`src/design/pbfec_pkg.sv`:
```
// ----------------------------------------------------------------------------
// pbfec_pkg
// Shared codes, widths and types of the pipe byte FIFO.
// ----------------------------------------------------------------------------
package pbfec_pkg;

    // Default sizes
    localparam int DEPTH_DEF    = 4096;
    localparam int CNT_BITS_DEF = 16;

    // Result field widths
    localparam int BYTES_W = 13;
    localparam int CNT_W   = 16;

    // Stream widths
    localparam int S_TDATA_W = 8;
    localparam int S_TUSER_W = 4;
    localparam int M_TDATA_W = 72;

    // Commands
    localparam logic [2:0] CMD_OPEN  = 3'd0;
    localparam logic [2:0] CMD_REF   = 3'd1;
    localparam logic [2:0] CMD_CLOSE = 3'd2;
    localparam logic [2:0] CMD_WRITE = 3'd3;
    localparam logic [2:0] CMD_READ  = 3'd4;

    // End select
    localparam logic END_READ  = 1'b0;
    localparam logic END_WRITE = 1'b1;

    // Register index
    localparam logic REG_NAMED_FIFO = 1'b0;

    typedef enum logic [1:0] {
        ST_DONE  = 2'd0,
        ST_BLOCK = 2'd1,
        ST_EOF   = 2'd2,
        ST_EPIPE = 2'd3
    } t_status;

    // One result, less the byte read from the ring
    typedef struct packed {
        t_status              status;
        logic                 rd_ok;
        logic [BYTES_W-1:0]   bytes_in_call;
        logic [BYTES_W-1:0]   fill_level;
        logic [CNT_W-1:0]     readers_open;
        logic [CNT_W-1:0]     writers_open;
        logic                 read_end_closed;
        logic                 write_end_closed;
        logic                 released;
    } t_result;

endpackage

```
`src/design/pbfec_ctrl.sv`:
```
// ----------------------------------------------------------------------------
// pbfec_ctrl
// Pipe bookkeeping: ring pointers, fill, end and reference counters, flags.
// ----------------------------------------------------------------------------
module pbfec_ctrl #(
    parameter int DEPTH    = pbfec_pkg::DEPTH_DEF,
    parameter int CNT_BITS = pbfec_pkg::CNT_BITS_DEF,
    parameter int AW       = $clog2(DEPTH)
) (
    input  logic                i_clk,
    input  logic                i_rst_n,
    input  logic                i_accept,
    input  logic [2:0]          i_cmd,
    input  logic                i_end_sel,
    input  logic                i_last,
    input  logic                i_named,
    output logic                o_mem_we,
    output logic [AW-1:0]       o_tail,
    output logic [AW-1:0]       o_head,
    output pbfec_pkg::t_result  o_res
);

    localparam int OW   = $clog2(DEPTH + 1);
    localparam int FW   = (OW > pbfec_pkg::BYTES_W) ? OW : pbfec_pkg::BYTES_W;
    localparam int RW   = (CNT_BITS > pbfec_pkg::CNT_W) ? CNT_BITS : pbfec_pkg::CNT_W;
    localparam logic [CNT_BITS-1:0] CNT_MAX = {CNT_BITS{1'b1}};
    localparam logic [OW-1:0]       OCC_MAX = OW'(DEPTH);
    localparam logic [AW-1:0]       IDX_TOP = AW'(DEPTH - 1);

    logic [AW-1:0]       r_head,  n_head;
    logic [AW-1:0]       r_tail,  n_tail;
    logic [OW-1:0]       r_occ,   n_occ;
    logic [CNT_BITS-1:0] r_rdrs,  n_rdrs;
    logic [CNT_BITS-1:0] r_wrts,  n_wrts;
    logic [CNT_BITS-1:0] r_refs,  n_refs;
    logic                r_rclo,  n_rclo;
    logic                r_wclo,  n_wclo;
    logic [OW-1:0]       r_prog,  n_prog;

    pbfec_pkg::t_status  status;
    logic                rd_ok;
    logic                moved;
    logic                byte_cmd;
    logic                released;
    logic [OW-1:0]       prog_out;
    logic [FW-1:0]       prog_w;
    logic [FW-1:0]       occ_w;
    logic [RW-1:0]       rdrs_w;
    logic [RW-1:0]       wrts_w;

    // Work out the effect of one command
    always_comb begin
        n_head   = r_head;
        n_tail   = r_tail;
        n_occ    = r_occ;
        n_rdrs   = r_rdrs;
        n_wrts   = r_wrts;
        n_refs   = r_refs;
        n_rclo   = r_rclo;
        n_wclo   = r_wclo;
        status   = pbfec_pkg::ST_DONE;
        rd_ok    = 1'b0;
        moved    = 1'b0;
        byte_cmd = 1'b0;
        released = 1'b0;
        o_mem_we = 1'b0;
        case (i_cmd)
            pbfec_pkg::CMD_OPEN: begin
                n_refs = (r_refs == CNT_MAX) ? r_refs : r_refs + 1'b1;
                if (i_end_sel == pbfec_pkg::END_READ) begin
                    n_rdrs = (r_rdrs == CNT_MAX) ? r_rdrs : r_rdrs + 1'b1;
                    if (i_named) begin
                        n_rclo = 1'b0;
                    end
                end else begin
                    n_wrts = (r_wrts == CNT_MAX) ? r_wrts : r_wrts + 1'b1;
                    if (i_named) begin
                        n_wclo = 1'b0;
                    end
                end
            end
            pbfec_pkg::CMD_REF: begin
                n_refs = (r_refs == CNT_MAX) ? r_refs : r_refs + 1'b1;
            end
            pbfec_pkg::CMD_CLOSE: begin
                if (i_end_sel == pbfec_pkg::END_READ) begin
                    n_rdrs = (r_rdrs != '0) ? r_rdrs - 1'b1 : r_rdrs;
                    n_rclo = 1'b1;
                end else begin
                    n_wrts = (r_wrts != '0) ? r_wrts - 1'b1 : r_wrts;
                    n_wclo = 1'b1;
                end
                if (r_refs != '0) begin
                    n_refs   = r_refs - 1'b1;
                    released = (r_refs == CNT_BITS'(1)) && !i_named;
                end
            end
            pbfec_pkg::CMD_WRITE: begin
                byte_cmd = 1'b1;
                if (r_rdrs == '0) begin
                    status = pbfec_pkg::ST_EPIPE;
                end else if (r_occ >= OCC_MAX) begin
                    status = pbfec_pkg::ST_BLOCK;
                end else begin
                    o_mem_we = 1'b1;
                    n_tail   = (r_tail == IDX_TOP) ? '0 : r_tail + 1'b1;
                    n_occ    = r_occ + 1'b1;
                    moved    = 1'b1;
                end
            end
            pbfec_pkg::CMD_READ: begin
                byte_cmd = 1'b1;
                if (r_occ == '0) begin
                    status = (r_wrts == '0) ? pbfec_pkg::ST_EOF : pbfec_pkg::ST_BLOCK;
                end else begin
                    rd_ok  = 1'b1;
                    n_head = (r_head == IDX_TOP) ? '0 : r_head + 1'b1;
                    n_occ  = r_occ - 1'b1;
                    moved  = 1'b1;
                end
            end
            default: begin
            end
        endcase
        // Count the byte into the call, then close the call on its last item
        prog_out = (moved && (r_prog < OCC_MAX)) ? r_prog + 1'b1 : r_prog;
        n_prog   = (byte_cmd && i_last) ? '0 : prog_out;
    end

    // Mask the counters to the result field widths
    assign prog_w = FW'(prog_out);
    assign occ_w  = FW'(n_occ);
    assign rdrs_w = RW'(n_rdrs);
    assign wrts_w = RW'(n_wrts);

    always_comb begin
        o_res.status           = status;
        o_res.rd_ok            = rd_ok;
        o_res.bytes_in_call    = prog_w[pbfec_pkg::BYTES_W-1:0];
        o_res.fill_level       = occ_w[pbfec_pkg::BYTES_W-1:0];
        o_res.readers_open     = rdrs_w[pbfec_pkg::CNT_W-1:0];
        o_res.writers_open     = wrts_w[pbfec_pkg::CNT_W-1:0];
        o_res.read_end_closed  = n_rclo;
        o_res.write_end_closed = n_wclo;
        o_res.released         = released;
    end

    // Advance the state on each accepted request
    always_ff @(posedge i_clk) begin
        if (!i_rst_n) begin
            r_head <= '0;
            r_tail <= '0;
            r_occ  <= '0;
            r_rdrs <= '0;
            r_wrts <= '0;
            r_refs <= '0;
            r_rclo <= 1'b0;
            r_wclo <= 1'b0;
            r_prog <= '0;
        end else if (i_accept) begin
            r_head <= n_head;
            r_tail <= n_tail;
            r_occ  <= n_occ;
            r_rdrs <= n_rdrs;
            r_wrts <= n_wrts;
            r_refs <= n_refs;
            r_rclo <= n_rclo;
            r_wclo <= n_wclo;
            r_prog <= n_prog;
        end
    end

    assign o_head = r_head;
    assign o_tail = r_tail;

endmodule

```
`config.mk`:
```
export PLATFORM = sky130hd
export DESIGN_NAME = pbfec_ctrl
export DESIGN_NICKNAME = d
export VERILOG_FILES = /design/src/design/pbfec_pkg.sv /design/src/design/pbfec_ctrl.sv
export SDC_FILE = /design/constraint.sdc
export NUM_CORES = 1
export LEC_CHECK = 0
export BUFFER_PORTS_ARGS = -buffer_cell sky130_fd_sc_hd__buf_2
export CORE_UTILIZATION = 53
export DETAILED_ROUTE_END_ITERATION = 16
export GPL_TIMING_DRIVEN = 0
export PLACE_DENSITY = 0.74
export RECOVER_POWER = 25
export SYNTH_ARGS = -nofsm -noshare
export SYNTH_HDL_FRONTEND = slang
export SYNTH_SLANG_ARGS = --single-unit
```
`constraint.sdc`:
```
create_clock -name i_clk -period 4.3 [get_ports i_clk]
set_input_delay 0.86 -clock i_clk [delete_from_list [all_inputs] [get_ports i_clk]]
set_output_delay 0.86 -clock i_clk [all_outputs]
set_load 0.05 [all_outputs]
```
# == Word level (Yosys, flattened, before mapping) ==
# Index checks and enable logic that the tools add are counted.
# W data, S select, Z words.
# classes
reduce_logical,17
n_eq_ne,12
n_lt_le_gt_ge,2
bitwise_logic,3
muxes,43
add_sub_neg,11
# op_table
op,n
$mux W16,10
$pmux W16 S2,3
$mux W13,5
$add A16 B1 Y16 const B,3
$eq A16 B16 Y1 const B,3
$reduce_bool A16 Y1,3
$sub A16 B1 Y16 const B,3
$logic_not A16 Y1,2
$add A13 B1 Y13 const B,2
$pmux W13 S2,1
$add A12 B1 Y12 const B,2
$eq A12 B12 Y1 const B,2
$mux W12,2
$eq A16 B1 Y1 const B,1
$mux W1,15
$ge A13 B13 Y1 const B,1
$logic_not A13 Y1,1
$lt A13 B13 Y1 const B,1
$sub A13 B1 Y13 const B,1
$reduce_and A4 Y1,2
$eq A3 B2 Y1 const B,2
$mux W2,3
$pmux W1 S2,3
$ne A2 B2 Y1 const B,2
10 further kinds,15
# totals
output_inout_bits,89
ff_bits,100
wordCells,97

# == Depth between registers and ports, before layout ==
# Gate-level depths: netlist of run 1.
# logic_depth
word_depth,7
depth_mapped,12

# == Worst setup path after synthesis of run 1 ==
# OpenSTA, ideal clock, no wires.
# synth_timing
kind,input to output
start,input port i_cmd[0]
end,output port o_res[27] (netlist bit)
path_slack_ns,0.107
t_arrival_ns,3.333
path_buffers,1
path_stages,7
t_required_ns,3.440
path_cell_list,clkbuf_1 or4_1 nor2_1 o2111ai_1 o22ai_1 nor2_1 nor3_1
# synth_lines
element,line_no,rtl
"start, declared",pbfec_ctrl.sv:13,"input logic [2:0] i_cmd,"
"end, declared",pbfec_ctrl.sv:20,output pbfec_pkg::t_result o_res

==> results.txt, run 1 <==
----------------------------------------------------
[Run status]
  Result of the run ... complete, no violations

[STA]
  Least-Margin Pin Slew ... ~1200 ps
  Final hold violation count ... 0
  Total negative setup slack ... 0 ps
  Min cycle time layout ... 4180 ps
  Setup violations, final ... 0
  Max-slew headroom at the worst pin ... 0.207
  Max-slew violation count ... 0
  Max Clk Rate ... 239 MHz
  Worst Clk Skew ... roughly 15 ps
  Setup repair after global routing missed its margin ... false
  Final period utilization ... 0.973

[Global routing]
  Global-route wire length before repair ... ~37 mm
  Largest net degree at the start of global routing ... 18
  Number of antenna violations at the first check in global routing ... 2
  Number of global-route vias before repair ... 7127
  Global-route usage over all layers ... 0.317
  Total grt overflow ... 0

[Worst setup path]
  Category of the critical setup timing path ... reg2out
  Cells along the critical path ... clkbuf_1, inv_1, ha_2, nor3b_1, nand4_1, nand2_2, inv_1, buf_2, a41oi_1, xnor2_1, buf_2
  Maximum fanout encountered on the critical timing path ... 10
  Required time of the critical path ... 3440 ps
  Bufs and invs on worst path ... 5
  Largest delay contributor family on the critical path ... buffers and inverters
  CP startpoint kind ... register
  Arrival time worst endpoint ... 3320 ps
  Cell at the slowest stage of the critical path ... a41oi_1
  Crit path largest cell delay ... 420 ps
  Critical Path End Type ... output port

[Cells and area]
  Total inserted antenna cells ... 0
  Share of layout cells above drive strength 1 ... 0.123
  Total of fill cells in the finished design ... 1259
  Layout Nets ... 1135
  Syn-to-layout area delta ... 13.6%
  Fraction of the core area covered by cells at the end of the flow ... 0.628

[Clock network]
  CTS Hold Buffers Added ... 0
  Clock tree from TritonCTS ... done
  Clk pin slew, worst setup/hold paths ... 70 ps
  Source-to-sink clock delay at the later pin of the worst-skew pair ... around 360 ps
  Number of H-tree branching levels ... 3
  Maximum count of clock buffers along a single path ... 2
  Number of buffers created by CTS ... 9
  CTS root buffer ... clkbuf_16
  Clock sink count ... 100

[Die]
  Standard-cell row count ... 42
  Chip height ... 121 um
  Floorplan Core Area ... between 10000 and 15000 um^2
  Die Wd ... 121 um
  Die footprint ... ~15000 um^2
  Ports ... between 90 and 100
  Effective utilization at floorplan ... 0.553

[Logic synthesis]
  Top cells by count, synth ... 100 x dfxtp_1, 99 x nand2_1, 99 x nor2_1
  Parity-gate share of the synthesized area counting xor and xnor cells ... 0.102
  Ranking of synthesized cells by area ... dfxtp_1 27%, xnor2_1 6.5%, nand2_1 5.0%
  Number of distinct library cells after synthesis ... 74
  Fraction of post-synthesis cell area in the top cell type by area ... 0.268
  Largest family of logic cells by synthesized area ... simple AND/OR/NAND/NOR gates
  Dominant synthesized flop cell ... dfxtp_1
  Complex-gate fraction of the synthesized area ... 0.171
  Multiplexer share of the synthesized area ... 0.0357
  Number of synthesized register bits ... 100
  Mean cell area of the mapped netlist ... 7.43 um^2
  Adder-cell area share of the yosys netlist ... 0.0251
  Leading cell type by number of instances after synthesis ... dfxtp_1
  Simple-gate area share of the yosys netlist ... 0.341
  Number of synthesized flops with an enable pin ... 0
  Sequential share of the synthesized area ... 0.268
  Synthesized netlist cell count ... approximately 1000
  Post-synthesis instance area ... 7460 um^2
  Proportion of synthesized flip-flops having asynchronous set or reset ... 0
  Yosys warning total ... 0
  Mapped Nets ... 1028
  Synth area leader ... dfxtp_1

[Flow run]
  Max_cap viols ... 0

[Drt]
  Iteration-0 DRC Markers ... 788
  Routed WL ... approximately 22 mm
  Wire per inst ... 17.4 um
  Pre-antenna DRT Iters ... 5
  Count of antenna-violating nets left after detailed routing ... 0
  Number of vias per cell ... 6.13
  Overall via count from detail_route ... 7926
  Remaining design rule violation count ... 0

[Placement]
  Number of buffer cells added on primary ports ... 96
  DPL Wire Length ... 16.2 mm
  Routability cong. ... 0.947

[Power and ir drop]
  Peak supply drop ... 0.000192 V
  Leakage ... 3.34 nW
  Total power density per cell area ... 269 nW/um^2

[Worst hold path]
  Tightest Hold Check Type ... reg2reg

----------------------------------------------------
-- worst reg2reg max path, cell delays in order, from the launching register on --
cell,delay (ps)
dfxtp_1,330
clkbuf_1,310
inv_1,110
ha_2,260
nor3b_1,170
and4_1,220
clkbuf_1,200
nor3_1,940
and4_1,360
xnor2_1,130
nor2_1,50
-- layout make-up --
type	count	area [um^2]	share of cell area
Buffer	77	334	0.0394
Clock buffer	10	239	0.0282
Clock inverter	6	68.8	0.00812
Inverter	22	82.6	0.00974
Multi-Input combinational cell	804	5070	0.599
Sequential cell	100	2000	0.236
Tap cell	176	220	0.0260
Timing Repair Buffer	97	457	0.0539
-- path summary, 6_finish.rpt --
path,to,cells past startpoint,slack [ps],from
max reg2reg,o_tail[8],10,1090,r_rdrs[0]
max,o_res[41],11,120,r_rdrs[0]
min reg2reg,r_refs[15],2,500,r_refs[15]
min,r_refs[15],2,500,r_refs[15]
-- state kept, by name (all words and copies together), names as in the netlist, 12 cells and up --
signal / flops
o_head: 12
o_tail: 12
r_occ: 13
r_prog: 13
r_rdrs: 16
r_refs: 16
r_wrts: 16
-- placed cells by master, fill, tap and decap left out, types with 6 or more instances in the layout --
master and count:
buf_4 6, xnor2_1 55, nor2_1 98, a21oi_1 40, clkbuf_1 86, or3_1 22
xor2_1 32, o22ai_1 13, ha_1 14, or4_1 13, and3_1 18, inv_1 22
o21ai_1 9, dfxtp_1 100, a211oi_1 7, nand4_1 30, nand2_1 98, o31ai_1 11
clkbuf_16 9, mux2i_1 21, nand3_1 58, nand2b_1 22, a31oi_1 9, buf_2 78
nor3_1 40, and2_1 7, o21ai_0 40, o211ai_1 16, nor4_1 23, and4_1 9
-- power breakdown --
part	switching, mW	total (mW)	internal [mW]
registers	0.0165	0.957	0.940
logic	0.334	0.463	0.129
clock network	0.389	0.863	0.474
total	0.739	2.28	1.54
-- metal layers --
metal | global-route usage | wire length [um] | vias to the layer above
li1 | - | - | 3859
met1 | 0.432 | 9990 | 3639
met2 | 0.486 | 9800 | 368
met3 | 0.0703 | 1960 | 58
met4 | 0.121 | 717 | 2
met5 | 0 | 10 | -
-- what timing repair did --
item | CTS | global route
resized for setup | 3 | 7
setup endpoints to repair | 10 | 19
pin swaps | 0 | 0
buffers inserted | 1 | 0
-- stage by stage --
stage	hold slack, ps	instances	power, mW	instance area, um^2	setup slack [ps]
global route	534	1292	2.37	8480	10.4
global placement	477	1276	1.42	8170	3.27
floorplan	456	1004	1.31	7460	107
finish	503	1292	2.28	8480	117
CTS	497	1293	2.29	8490	6.30
detailed placement	489	1276	1.42	8170	-39.0
-- logic make-up after synthesis --
| logic type | count (synthesis) |
|---|---|
| muxes | 26 |
| buffers and inverters | 100 |
| adders and majority gates | 15 |
| AOI/OAI and AO/OA | 193 |
| and+or+nand+nor | 483 |
| DFF | 100 |
| xor gates and xnor gates | 87 |
No activity file was read; power rests on OpenSTA's default activity.
==> inputs of run 2 (changes only) <==
PLACE_DENSITY = 0.77   (was 0.74)
SLEW_MARGIN = 20   (was unset)
clock period = 3.6 ns   (was 4.3 ns; I/O delays follow)
==> run 2 against run 1 <==
Net effect:
- the run now ends with setup timing left
- cell count grew 0.93%
- global-route usage grew 0.61 points
- critical path depth shrank 3
- register-to-register slack lost 210 ps
- die area is the same
- non-clock buffer count grew 10
- clock power grew 14%
- largest cell class unchanged
==> results.txt, run 2 (synthesis gave the netlist of run 1 again) <==
----------------------------------------------------
[Run status]
  Result of the run ... complete, but fails checks
  Violations in the final reports ... setup timing

[Clock network]
  Maximum count of clock buffers along a single path ... 2
  Source-to-sink clock delay at the later pin of the worst-skew pair ... ~370 ps
  Clock sink count ... 100
  CTS Hold Buffers Added ... 0
  Clock tree from TritonCTS ... done
  Clk pin slew, worst setup/hold paths ... roughly 80 ps
  CTS root buffer ... clkbuf_16
  Number of H-tree branching levels ... 3
  Number of buffers created by CTS ... 9

[Power and ir drop]
  Power Internal ... 1.79 mW
  Switching power ... 0.943 mW
  Post-layout power ... 2.73 mW
  Combinational power share ... 0.218
  Reg power frac ... 0.420
  Leakage ... 3.49 nW
  Part of the total power dissipated in the clock network ... 0.362
  Total power density per cell area ... 306 nW/um^2
  Switching part of the total power ... 0.345
  Peak supply drop ... 0.000259 V

[Drt]
  Overall via count from detail_route ... 8123
  Number of vias per cell ... 6.23
  Iteration-0 DRC Markers ... between 900 and 1000
  Routed WL ... 23.4 mm
  Wire per inst ... 17.9 um
  Pre-antenna DRT Iters ... 6
  Remaining design rule violation count ... 0
  Count of antenna-violating nets left after detailed routing ... 0

[Cells and area]
  Final Non-Filler Cells ... about 1300
  Fraction of the core area covered by cells at the end of the flow ... 0.661
  Registers with the most flip-flops ... r_rdrs x16, r_refs x16, r_wrts x16
  Layout Nets ... 1145
  Design area ... 8920 um^2
  Commonest non-fill, non-tap cell in the layout ... nand2_1
  Syn-to-layout area delta ... 19.5%
  Share of layout cells above drive strength 1 ... 0.174
  Leading cell types in the layout, fill and taps excluded ... 98 x nand2_1, 97 x dfxtp_1, 95 x nor2_1

[Worst hold path]
  Tightest Hold Check Type ... reg2reg
  Count of cells along the worst hold path ... 2

[Global routing]
  Total grt overflow ... 0
  Global-route wire length before repair ... 37.3 mm
  Number of global-route vias before repair ... around 7200
  Global-route usage over all layers ... 0.323
  Number of antenna violations at the first check in global routing ... 1
  Largest net degree at the start of global routing ... 20

[Die]
  Die footprint ... 14600 um^2
  Floorplan Core Area ... 13500 um^2
  Die Wd ... 121 um
  Chip height ... between 100 and 150 um
  Standard-cell row count ... 42
  Ports ... 98
  Effective utilization at floorplan ... 0.553

[STA]
  Least-Margin Pin Slew ... 903 ps
  Max-slew headroom at the worst pin ... 0.396
  Max Clk Rate ... 275 MHz
  Final period utilization ... 1.01
  Total negative setup slack ... -53.6 ps
  Max-slew violation count ... 0
  Final hold violation count ... 0
  Worst Clk Skew ... 14.6 ps
  Min cycle time layout ... 3640 ps
  Setup repair after global routing missed its margin ... true
  Worst setup margin ... -35.5 ps
  Setup violations, final ... 2

[Placement]
  Number of buffer cells added on primary ports ... 96
  DPL Wire Length ... 16.3 mm
  Routability cong. ... 0.946
  Number of placed instances, taps included ... 1276
  Instance area at placement ... 8220 um^2

[Worst setup path]
  Arrival time worst endpoint ... around 3000 ps
  Cell at the slowest stage of the critical path ... clkbuf_1
  Critical Path End Type ... output port
  Required time of the critical path ... 2880 ps
  CP startpoint kind ... register
  Cells along the critical path ... clkbuf_1, nand4_1, nor3_1, nand2_1, a2111oi_0, or3_1, o21ai_0, buf_2
  Number of cells on the worst reg-to-reg path ... 9
  Category of the critical setup timing path ... reg2out
  Maximum fanout encountered on the critical timing path ... 9
  Crit path largest cell delay ... 430 ps

[Flow run]
  Max_cap viols ... 0

----------------------------------------------------
[run 2: cell count changes in the layout (fill, tap and decap cells not counted), sizes merged]
cell and delta:
buf +11, clkbuf -2, clkinv +2, diode +2, bufinv -1
[run 2: per-stage QoR]
stage                     hold slack (ps)  setup slack, ps
after floorplan                       456            -56.6
after global placement                477             -532
after detailed placement              484             -486
after CTS                             502             6.36
after global routing                  527             -170
final                                 502            -35.5
[run 2: worst paths after layout]
| path | startpoint | to | slack, ps |
|---|---|---|---|
| worst max-delay path | r_rdrs[3] | o_res[34] | -40 |
| worst min-delay path | r_wclo | r_wclo | 500 |
| worst max register to register | r_occ[7] | r_occ[2] | 880 |
| worst min register to register | r_wclo | r_wclo | 500 |
[run 2: final cells by class]
type / instances / area, um^2
Clock inverter: 7 / 65.1
Fill cell: 1193 / 4580
Tap cell: 176 / 220
Sequential cell: 100 / 2010
Inverter: 22 / 87.6
Timing Repair Buffer: 114 / 629
Multi-Input combinational cell: 804 / 5360
Antenna cell: 2 / 5.00
Clock buffer: 9 / 225
Buffer: 70 / 327
[run 2: metal layers]
layer	share of wire	up-vias	global-route usage
met5	0	-	0
met4	0.036	0	0.133
met3	0.088	72	0.0750
met2	0.45	418	0.510
met1	0.43	3752	0.422
li1	-	3881	-
[run 2: power by group through the flow]
stage	clock (mW)	sequential [mW]	combinational [mW]
final	0.988	1.15	0.595
after global routing	1.04	1.15	0.628
after CTS	0.998	1.14	0.570
after detailed placement	0	1.17	0.533
after global placement	0	1.17	0.530
after floorplan	0	1.17	0.397
[run 2: critical path, delay by kind of cell (launching register included)]
kind / cells / cell delay [ps]
compound gates: 2 / 540
flops: 1 / 310
buf+inv: 2 / 670
simple gates: 4 / 1020
[run 2: repair_timing]
item / 4_1_cts / 5_1_grt
endpoints found under the hold margin: 0 / 0
cloned: 1 / 0
gates resized for setup: 53 / 35
setup endpoints to repair: 52 / 46
pin swaps: 8 / 11
buffers inserted: 11 / 6
